[config.mk]
export PLATFORM = sky130hd
export DESIGN_NAME = oscillator_divider_solver_core
export DESIGN_NICKNAME = d
export VERILOG_FILES = /design/src/sv/odsv_pkg.sv /design/src/sv/odsv_ctrl.sv /design/src/sv/odsv_div.sv /design/src/sv/odsv_dp.sv /design/src/sv/oscillator_divider_solver_core.sv
export SDC_FILE = /design/constraint.sdc
export NUM_CORES = 2
export LEC_CHECK = 0
export BUFFER_PORTS_ARGS = -buffer_cell sky130_fd_sc_hd__clkbuf_2
export CELL_PAD_IN_SITES_DETAIL_PLACEMENT = 0
export CELL_PAD_IN_SITES_GLOBAL_PLACEMENT = 1
export CORE_MARGIN = 5
export CORE_UTILIZATION = 31
export CTS_BUF_LIST = sky130_fd_sc_hd__clkbuf_8 sky130_fd_sc_hd__clkbuf_16
export DETAILED_ROUTE_END_ITERATION = 12
export GPL_TIMING_DRIVEN = 1
export PLACE_DENSITY_LB_ADDON = 0.1
export SYNTH_ARGS = -nofsm -noshare
export SYNTH_HDL_FRONTEND = slang
export SYNTH_SLANG_ARGS = --single-unit
[constraint.sdc]
create_clock -name aclk -period 7.9 [get_ports aclk]
set_input_delay 0.395 -clock aclk [delete_from_list [all_inputs] [get_ports aclk]]
set_output_delay 0.395 -clock aclk [all_outputs]
set_load 0.01 [all_outputs]
[src/sv/odsv_pkg.sv]
`timescale 1ns / 1ps
// ----------------------------------------------------------------------------
// odsv_pkg
// Shared types and constants of the oscillator divider solver.
// ----------------------------------------------------------------------------
package odsv_pkg;

    localparam int RATE_W  = 31;
    localparam int XTAL_W  = 44;
    localparam int PROD_W  = 43;
    localparam int RFREQ_W = 38;
    localparam int FRAC_W  = 28;
    localparam int HS_W    = 4;
    localparam int HIDX_W  = 3;
    localparam int DIV_STEPS = PROD_W + XTAL_W;
    localparam int DCNT_W  = $clog2(DIV_STEPS);

    localparam logic [RATE_W-1:0] FREQ_MIN = RATE_W'(10000000);
    localparam logic [RATE_W-1:0] BAND1_LO = RATE_W'(945000000);
    localparam logic [RATE_W-1:0] BAND1_HI = RATE_W'(970000000);
    localparam logic [RATE_W-1:0] BAND2_LO = RATE_W'(1134000000);
    localparam logic [RATE_W-1:0] BAND2_HI = RATE_W'(1212500000);
    localparam logic [PROD_W-1:0] DCO_MIN  = PROD_W'(64'd4850000000);
    localparam logic [PROD_W-1:0] DCO_MAX  = PROD_W'(64'd5670000000);
    localparam logic [XTAL_W-1:0] XTAL_RESET = XTAL_W'(64'd7489781760000);

    localparam logic [HIDX_W-1:0] HIDX_LAST = HIDX_W'(5);
    localparam logic [HS_W-1:0]   HS_DIRECT_HI = HS_W'(4);
    localparam logic [HS_W-1:0]   HS_DIRECT_LO = HS_W'(5);

    localparam logic [1:0] STATUS_EXACT   = 2'd0;
    localparam logic [1:0] STATUS_CLAMPED = 2'd1;
    localparam logic [1:0] STATUS_NO_PAIR = 2'd2;

    typedef enum logic [2:0] {
        ST_IDLE,
        ST_CHECK,
        ST_SEARCH,
        ST_DECIDE,
        ST_DIV_START,
        ST_DIV_WAIT,
        ST_FINISH
    } odsv_state_t;

    typedef struct packed {
        logic load;
        logic step;
        logic load_out;
    } odsv_cmd_t;

    typedef struct packed {
        logic direct;
        logic last_cand;
        logic found;
        logic out_free;
    } odsv_sts_t;

    function automatic logic [HS_W-1:0] hs_value(input logic [HIDX_W-1:0] idx);
        logic [HS_W-1:0] v;
        case (idx)
            3'd0: v = 4'd4;
            3'd1: v = 4'd5;
            3'd2: v = 4'd6;
            3'd3: v = 4'd7;
            3'd4: v = 4'd9;
            3'd5: v = 4'd11;
            default: v = 4'd4;
        endcase
        return v;
    endfunction

endpackage

[src/sv/odsv_ctrl.sv]
`timescale 1ns / 1ps
// ----------------------------------------------------------------------------
// odsv_ctrl
// Sequencer: accept, divider search, RFREQ division and result hand-off.
// ----------------------------------------------------------------------------
module odsv_ctrl
    import odsv_pkg::*;
(
    input  logic      aclk,
    input  logic      aresetn,
    input  logic      s_valid,
    output logic      s_ready,
    input  odsv_sts_t sts,
    output odsv_cmd_t cmd,
    output logic      div_start,
    input  logic      div_done
);

    odsv_state_t state_reg, state_next;

    always_ff @(posedge aclk) begin
        if (!aresetn) begin
            state_reg <= ST_IDLE;
        end else begin
            state_reg <= state_next;
        end
    end

    always_comb begin
        state_next = state_reg;
        cmd        = '0;
        div_start  = 1'b0;
        s_ready    = 1'b0;
        case (state_reg)
            ST_IDLE: begin
                s_ready = 1'b1;
                if (s_valid) begin
                    cmd.load   = 1'b1;
                    state_next = ST_CHECK;
                end
            end
            ST_CHECK: begin
                state_next = sts.direct ? ST_DIV_START : ST_SEARCH;
            end
            ST_SEARCH: begin
                cmd.step = 1'b1;
                if (sts.last_cand) begin
                    state_next = ST_DECIDE;
                end
            end
            ST_DECIDE: begin
                state_next = sts.found ? ST_DIV_START : ST_FINISH;
            end
            ST_DIV_START: begin
                div_start  = 1'b1;
                state_next = ST_DIV_WAIT;
            end
            ST_DIV_WAIT: begin
                if (div_done) begin
                    state_next = ST_FINISH;
                end
            end
            ST_FINISH: begin
                if (sts.out_free) begin
                    cmd.load_out = 1'b1;
                    state_next   = ST_IDLE;
                end
            end
            default: begin
                state_next = ST_IDLE;
            end
        endcase
    end

endmodule

[src/sv/odsv_div.sv]
`timescale 1ns / 1ps
// ----------------------------------------------------------------------------
// odsv_div
// Restoring bit-serial divider: floor(dividend * 2^44 / divisor), one bit
// per cycle, low 38 quotient bits kept.
// ----------------------------------------------------------------------------
module odsv_div
    import odsv_pkg::*;
(
    input  logic               aclk,
    input  logic               aresetn,
    input  logic               start,
    input  logic [PROD_W-1:0]  dividend,
    input  logic [XTAL_W-1:0]  divisor,
    output logic               done,
    output logic [RFREQ_W-1:0] quotient
);

    logic               busy_reg;
    logic [DCNT_W-1:0]  cnt_reg;
    logic [PROD_W-1:0]  shift_reg;
    logic [XTAL_W-1:0]  dvs_reg;
    logic [XTAL_W-1:0]  rem_reg;
    logic [RFREQ_W-1:0] quo_reg;
    logic [XTAL_W:0]    trial;
    logic               take;

    assign trial    = {rem_reg, shift_reg[PROD_W-1]};
    assign take     = (trial >= {1'b0, dvs_reg});
    assign done     = busy_reg && (cnt_reg == DCNT_W'(DIV_STEPS - 1));
    assign quotient = quo_reg;

    always_ff @(posedge aclk) begin
        if (!aresetn) begin
            busy_reg <= 1'b0;
            cnt_reg  <= '0;
        end else if (start) begin
            busy_reg <= 1'b1;
            cnt_reg  <= '0;
        end else if (busy_reg) begin
            busy_reg <= !done;
            cnt_reg  <= cnt_reg + 1'b1;
        end
    end

    always_ff @(posedge aclk) begin
        if (start) begin
            shift_reg <= dividend;
            dvs_reg   <= divisor;
            rem_reg   <= '0;
            quo_reg   <= '0;
        end else if (busy_reg) begin
            shift_reg <= {shift_reg[PROD_W-2:0], 1'b0};
            rem_reg   <= take ? XTAL_W'(trial - {1'b0, dvs_reg}) : trial[XTAL_W-1:0];
            quo_reg   <= {quo_reg[RFREQ_W-2:0], take};
        end
    end

endmodule

[src/sv/odsv_dp.sv]
`timescale 1ns / 1ps
// ----------------------------------------------------------------------------
// odsv_dp
// Datapath: clamping, candidate evaluation, crystal register and the
// packed result register.
// ----------------------------------------------------------------------------
module odsv_dp
    import odsv_pkg::*;
#(
    parameter int N1_LIMIT = 128
)(
    input  logic               aclk,
    input  logic               aresetn,
    input  logic               cfg_valid,
    input  logic [XTAL_W-1:0]  cfg_xtal_freq,
    input  logic [RATE_W-1:0]  s_target_freq,
    input  odsv_cmd_t          cmd,
    output odsv_sts_t          sts,
    output logic [PROD_W-1:0]  prod,
    output logic [XTAL_W-1:0]  xtal,
    input  logic [RFREQ_W-1:0] rfreq,
    output logic               m_valid,
    input  logic               m_ready,
    output logic [7:0]         m_reg_byte_7,
    output logic [7:0]         m_reg_byte_8,
    output logic [7:0]         m_reg_byte_9,
    output logic [7:0]         m_reg_byte_10,
    output logic [7:0]         m_reg_byte_11,
    output logic [7:0]         m_reg_byte_12,
    output logic [RATE_W-1:0]  m_adjusted_freq,
    output logic [1:0]         m_status
);

    localparam int N1_W = $clog2(N1_LIMIT + 1);

    logic [XTAL_W-1:0] xtal_reg;
    logic [RATE_W-1:0] rate_reg;
    logic              clamped_reg;
    logic              direct_reg;
    logic              found_reg;
    logic [HS_W-1:0]   hs_reg;
    logic [N1_W-1:0]   n1_reg;
    logic [PROD_W-1:0] best_reg;
    logic [PROD_W-1:0] rate_n1_reg;
    logic [N1_W-1:0]   m_reg;
    logic [HIDX_W-1:0] h_reg;
    logic              m_valid_reg;
    logic [7:0]        b7_reg, b8_reg, b9_reg, b10_reg, b11_reg, b12_reg;
    logic [RATE_W-1:0] adj_reg;
    logic [1:0]        status_reg;

    logic [RATE_W-1:0] rate_c;
    logic              clamp_c;
    logic              direct_c;
    logic [HS_W-1:0]   hs_direct;
    logic [PROD_W-1:0] prod_direct;
    logic [HS_W-1:0]   hs_cand;
    logic [PROD_W-1:0] p_cand;
    logic              keep;
    logic [N1_W:0]     m_next;
    logic [7:0]        n1_full;
    logic [6:0]        n1c;
    logic [2:0]        hsc;
    logic [9:0]        rhi;
    logic [FRAC_W-1:0] rlo;

    always_comb begin
        rate_c  = s_target_freq;
        clamp_c = 1'b0;
        if (rate_c < FREQ_MIN) begin
            rate_c  = FREQ_MIN;
            clamp_c = 1'b1;
        end
        if (rate_c > BAND1_LO && rate_c < BAND1_HI) begin
            rate_c  = BAND1_LO;
            clamp_c = 1'b1;
        end
        if (rate_c > BAND2_LO && rate_c < BAND2_HI) begin
            rate_c  = BAND2_LO;
            clamp_c = 1'b1;
        end
    end

    assign direct_c    = (rate_c >= BAND1_HI);
    assign hs_direct   = (rate_c >= BAND2_HI) ? HS_DIRECT_HI : HS_DIRECT_LO;
    assign prod_direct = {PROD_W'(rate_c) << 2}
                       + ((rate_c >= BAND2_HI) ? '0 : PROD_W'(rate_c));

    assign hs_cand = hs_value(h_reg);
    assign p_cand  = rate_n1_reg * PROD_W'(hs_cand);
    assign keep    = (p_cand >= DCO_MIN) && (p_cand <= best_reg);
    assign m_next  = (m_reg == N1_W'(1)) ? (N1_W+1)'(2) : ((N1_W+1)'(m_reg) + (N1_W+1)'(2));

    assign sts.direct    = direct_reg;
    assign sts.last_cand = (h_reg == HIDX_LAST) && (m_next > (N1_W+1)'(N1_LIMIT));
    assign sts.found     = found_reg;
    assign sts.out_free  = !m_valid_reg || m_ready;

    assign prod = best_reg;
    assign xtal = xtal_reg;

    always_ff @(posedge aclk) begin
        if (!aresetn) begin
            xtal_reg <= XTAL_RESET;
        end else if (cfg_valid) begin
            xtal_reg <= cfg_xtal_freq;
        end
    end

    always_ff @(posedge aclk) begin
        if (cmd.load) begin
            rate_reg    <= rate_c;
            clamped_reg <= clamp_c;
            direct_reg  <= direct_c;
            found_reg   <= direct_c;
            hs_reg      <= hs_direct;
            n1_reg      <= N1_W'(1);
            best_reg    <= direct_c ? prod_direct : DCO_MAX;
            rate_n1_reg <= PROD_W'(rate_c);
            m_reg       <= N1_W'(1);
            h_reg       <= '0;
        end else if (cmd.step) begin
            if (keep) begin
                best_reg  <= p_cand;
                hs_reg    <= hs_cand;
                n1_reg    <= m_reg;
                found_reg <= 1'b1;
            end
            if (h_reg == HIDX_LAST) begin
                h_reg       <= '0;
                m_reg       <= m_next[N1_W-1:0];
                rate_n1_reg <= PROD_W'(rate_reg) * PROD_W'(m_next);
            end else begin
                h_reg <= h_reg + 1'b1;
            end
        end
    end

    // result packing
    assign n1_full = 8'(n1_reg) - 8'd1;
    assign n1c     = n1_full[6:0];
    assign hsc     = 3'(hs_reg - HS_DIRECT_HI);
    assign rhi     = rfreq[RFREQ_W-1:FRAC_W];
    assign rlo     = rfreq[FRAC_W-1:0];

    always_ff @(posedge aclk) begin
        if (!aresetn) begin
            m_valid_reg <= 1'b0;
        end else if (cmd.load_out) begin
            m_valid_reg <= 1'b1;
        end else if (m_ready) begin
            m_valid_reg <= 1'b0;
        end
    end

    always_ff @(posedge aclk) begin
        if (cmd.load_out) begin
            adj_reg <= rate_reg;
            if (found_reg) begin
                b7_reg     <= {hsc, n1c[6:2]};
                b8_reg     <= {n1c[1:0], rhi[9:4]};
                b9_reg     <= {rhi[3:0], rlo[27:24]};
                b10_reg    <= rlo[23:16];
                b11_reg    <= rlo[15:8];
                b12_reg    <= rlo[7:0];
                status_reg <= clamped_reg ? STATUS_CLAMPED : STATUS_EXACT;
            end else begin
                b7_reg     <= '0;
                b8_reg     <= '0;
                b9_reg     <= '0;
                b10_reg    <= '0;
                b11_reg    <= '0;
                b12_reg    <= '0;
                status_reg <= STATUS_NO_PAIR;
            end
        end
    end

    assign m_valid         = m_valid_reg;
    assign m_reg_byte_7    = b7_reg;
    assign m_reg_byte_8    = b8_reg;
    assign m_reg_byte_9    = b9_reg;
    assign m_reg_byte_10   = b10_reg;
    assign m_reg_byte_11   = b11_reg;
    assign m_reg_byte_12   = b12_reg;
    assign m_adjusted_freq = adj_reg;
    assign m_status        = status_reg;

endmodule

[src/sv/oscillator_divider_solver_core.sv]
`timescale 1ns / 1ps
// Throughput: one item at a time; the next input is taken in the cycle after the result is loaded;
//   one HS/N1 candidate per cycle in the search, one quotient bit per cycle over 87 steps.
// The next item is taken while a finished result waits in the output register.
// Reset (aresetn low, synchronous): sequencer idle, no result pending, crystal 114.285 MHz.
// ----------------------------------------------------------------------------
// oscillator_divider_solver_core
// HS/N1 divider search and RFREQ computation for a programmable oscillator.
// ----------------------------------------------------------------------------
module oscillator_divider_solver_core
    import odsv_pkg::*;
#(
    parameter int N1_LIMIT = 128
)(
    input  logic              aclk,
    input  logic              aresetn,
    input  logic              cfg_valid,
    output logic              cfg_ready,
    input  logic [XTAL_W-1:0] cfg_xtal_freq,
    input  logic              s_valid,
    output logic              s_ready,
    input  logic [RATE_W-1:0] s_target_freq,
    output logic              m_valid,
    input  logic              m_ready,
    output logic [7:0]        m_reg_byte_7,
    output logic [7:0]        m_reg_byte_8,
    output logic [7:0]        m_reg_byte_9,
    output logic [7:0]        m_reg_byte_10,
    output logic [7:0]        m_reg_byte_11,
    output logic [7:0]        m_reg_byte_12,
    output logic [RATE_W-1:0] m_adjusted_freq,
    output logic [1:0]        m_status
);

    odsv_cmd_t          cmd;
    odsv_sts_t          sts;
    logic               div_start;
    logic               div_done;
    logic [PROD_W-1:0]  prod;
    logic [XTAL_W-1:0]  xtal;
    logic [RFREQ_W-1:0] rfreq;

    assign cfg_ready = 1'b1;

    odsv_ctrl u_ctrl (
        .aclk      (aclk),
        .aresetn   (aresetn),
        .s_valid   (s_valid),
        .s_ready   (s_ready),
        .sts       (sts),
        .cmd       (cmd),
        .div_start (div_start),
        .div_done  (div_done)
    );

    odsv_dp #(
        .N1_LIMIT (N1_LIMIT)
    ) u_dp (
        .aclk            (aclk),
        .aresetn         (aresetn),
        .cfg_valid       (cfg_valid),
        .cfg_xtal_freq   (cfg_xtal_freq),
        .s_target_freq   (s_target_freq),
        .cmd             (cmd),
        .sts             (sts),
        .prod            (prod),
        .xtal            (xtal),
        .rfreq           (rfreq),
        .m_valid         (m_valid),
        .m_ready         (m_ready),
        .m_reg_byte_7    (m_reg_byte_7),
        .m_reg_byte_8    (m_reg_byte_8),
        .m_reg_byte_9    (m_reg_byte_9),
        .m_reg_byte_10   (m_reg_byte_10),
        .m_reg_byte_11   (m_reg_byte_11),
        .m_reg_byte_12   (m_reg_byte_12),
        .m_adjusted_freq (m_adjusted_freq),
        .m_status        (m_status)
    );

    odsv_div u_div (
        .aclk     (aclk),
        .aresetn  (aresetn),
        .start    (div_start),
        .dividend (prod),
        .divisor  (xtal),
        .done     (div_done),
        .quotient (rfreq)
    );

endmodule

==> flow_metrics.tcl <==
set metrics [dict create \
    status "finished clean" \
    mostFrequentLayoutCells "nand2_1, inv_1, fa_1" \
    yosysSeqAreaShare_pct 32.6 \
    gp_congestion 0.858 \
    seq_area_um2 11700 \
    hold_depth 3 \
    timing.final.crit_share_pct 94.4 \
    route.detailed.drc 0 \
    clock_latency_ns 0.68 \
    vias 27500 \
    path_clk_slew_ns 0.06 \
    crit_path_max_fanout 22 \
    min_path_type "primary input to register" \
    tightest_slew_ns 1.17 \
    r2r_cells 29 \
    synth_compound_area_share_pct 12.9 \
    htree_levels 2 \
    antenna_found_initial 6 \
    die_x_um 350 \
    dr.pass1.iters 5 \
    slew_violations 0 \
    cts-root-buf "clkbuf_16" \
    die_area_um2 122000 \
    fin_nets 4621 \
    drive_gt1_share_pct 9.94 \
    grt_overflow 0 \
    r2r_end "u_dp.prod[29]" \
    numCtsBuffers 57 \
    dp_hpwl_mm 85.7 \
    die_h_um 350 \
    synth-adder-area-share_pct 23.8 \
    wire_per_inst_um 20.2 \
    dp.cells 5434 \
    synth_edf_count 279 \
    grt_pass1_wl_mm 173 \
    std_cell_rows 124 \
    viasPerCell 4.92 \
    min_from "cfg_valid" \
    synth_async_sr_flop_share_pct 0 \
    final_cells 5589 \
    clock_skew_ns 0.0475 \
    critPathMaxStageDelay_ns 0.52 \
    grt_max_degree 75 \
    synthMuxAreaShare_pct 3.49 \
    cap_violations 0 \
    n_fill_cell 11900 \
    ys.flop_type "edfxtp_1" \
    yosysWarnings 0 \
    areaGrowthSynthToFinish_pct 15.2 \
    r2r_start "u_dp.h_reg[1]" \
    timing_worst_setup_path_type "register to register" \
    cts_tree "yes" \
    start_util_pct 31.3 \
    synth_cell_types 81 \
    synthXorXnorAreaFrac_pct 3.01 \
    syn_avg_cell_area_um2 9.35 \
    core_area_um2 115000 \
    regToRegSetupSlack_ns 0.44 \
    leakagePower_nw 18.6 \
    hold_path_end "u_dp.xtal[2]" \
    clock.fmax_mhz 134 \
    startpoint_type "register" \
    end_kind "register" \
    syn_inst 3831 \
    syn_area_um2 35800 \
    placed_area_um2 38700 \
    final_common_cell "nand2_1" \
    ant_nets 0 \
    finalPower_mw 8.60 \
    grt_pass1_vias 28300 \
    totalWireLength_mm 113 \
    ys_ff_latch 444 \
    synth-simple-area-share_pct 18.1 \
    hold_violations 0 \
    max_slew_margin_pct 21.5 \
    synth_top_family_by_area "adder cells" \
    cpMaxStageDelayCell "fa_1" \
    first_iter_violations 1478 \
    cellPowerDensity_nw_per_um2 208 \
    setup_viol 0 \
    ir_drop_mv 0.187 \
    io_pins 164 \
    critPathRequiredTime_ns 8.24 \
    gr-usage-all-layers_pct 18.1 \
    synth_fp_nets 4422 \
    multi_input_area_um2 22100 \
    critical_path_arrival_ns 7.80 \
    min_period_ns 7.46 \
    cts.sinks 444 \
    cts_buffer_depth 3 \
    port_buffers 162 \
    fin_area_um2 41300 \
]
-- what timing repair did --
| item | CTS | global route |
|---|---|---|
| endpoints found under the setup margin | 45 | 55 |
| hold endpoints to repair | 44 | 0 |
| pin swaps | 0 | 2 |
| resized for setup | 1 | 19 |
| buffers inserted | 0 | 3 |
| hold buffers | 44 | 0 |
| cloned | 0 | 2 |
-- logic make-up (layout without fill, tap and decap cells) --
group	count (synthesis)	in the layout
AND/OR/NAND/NOR	1317	1317
buffers and inverters	575	819
flip-flops	444	444
XOR/XNOR	123	123
adder cells (fa/ha/maj)	511	511
AO/OA/AOI/OAI	736	737
multiplexers	124	124
other	1	2
-- how the worst max path moves through the flow --
stage	startpoint	endpoint	slack (ns)	cells after the start
after floorplan	u_dp.h_reg[1]	u_dp.found_reg	0.50	32
after global placement	u_dp.h_reg[1]	u_dp.prod[0]	0.13	25
after detailed placement	u_dp.h_reg[1]	u_dp.prod[0]	0.007	26
after CTS	u_dp.h_reg[1]	u_dp.prod[2]	0.21	25
after global routing	u_dp.h_reg[1]	u_dp.prod[31]	-0.02	30
final	u_dp.h_reg[1]	u_dp.prod[29]	0.44	29
-- report_power, final --
part | internal (mW) | total [mW] | switching (mW)
clock | 1.59 | 2.71 | 1.12
combinational | 1.14 | 2.89 | 1.74
sequential | 2.77 | 3.01 | 0.236
total | 5.51 | 8.60 | 3.10
-- Yosys cell counts, drive strengths merged, types with 74 or more instances --
cell type / n / area share [%]
o21ai: 214 / 3.0
clkbuf: 137 / 1.4
nand2: 454 / 4.8
and2: 191 / 3.3
inv: 415 / 4.3
ha: 229 / 8.0
mux2i: 116 / 3.2
fa: 282 / 16
edfxtp: 279 / 23
dfxtp: 165 / 9.2
a21oi: 199 / 2.8
a21o: 74 / 1.6
nor2: 219 / 2.3
nand2b: 93 / 1.6
-- critical path, delay by kind of cell, from the launching register on --
kind            cells  cell delay, ns
compound gates     12            2.50
fa+ha+maj           5            2.16
simple gates        6            0.89
buf+inv             5            0.84
flops               1            0.44
xor+xnor            1            0.26
-- cell type report --
type / count / area share (%)
multi-input cells: 2813 / 53.6
flip-flops and latches: 444 / 28.3
repair buffers: 298 / 4.94
well taps: 1512 / 4.58
inverters: 416 / 3.80
clock buffers: 61 / 3.59
clock inverters: 44 / 1.13
diodes: 1 / 0.00606
-- per-stage QoR --
| stage | hold WS (ns) | worst slack, ns | utilization [%] | setup TNS [ns] |
|---|---|---|---|---|
| after floorplan | 0.408 | 0.501 | - | 0 |
| after global placement | 0.409 | 0.133 | 33.8 | 0 |
| after detailed placement | 0.415 | 0.00746 | 33.8 | 0 |
| after CTS | 0.102 | 0.209 | 35.9 | 0 |
| after global routing | 0.128 | -0.0150 | 36.0 | -0.0796 |
| final | 0.157 | 0.440 | 36.0 | 0 |
-- per-layer routing --
| layer | global-route usage (%) | routed length, um | vias to the layer above |
|---|---|---|---|
| met5 | 0 | 0 | - |
| met4 | 2.88 | 1590 | 0 |
| li1 | - | - | 13500 |
| met2 | 31.8 | 54900 | 470 |
| met3 | 2.33 | 4080 | 79 |
| met1 | 24.3 | 52100 | 13500 |
No activity file was read; power rests on OpenSTA's default activity.
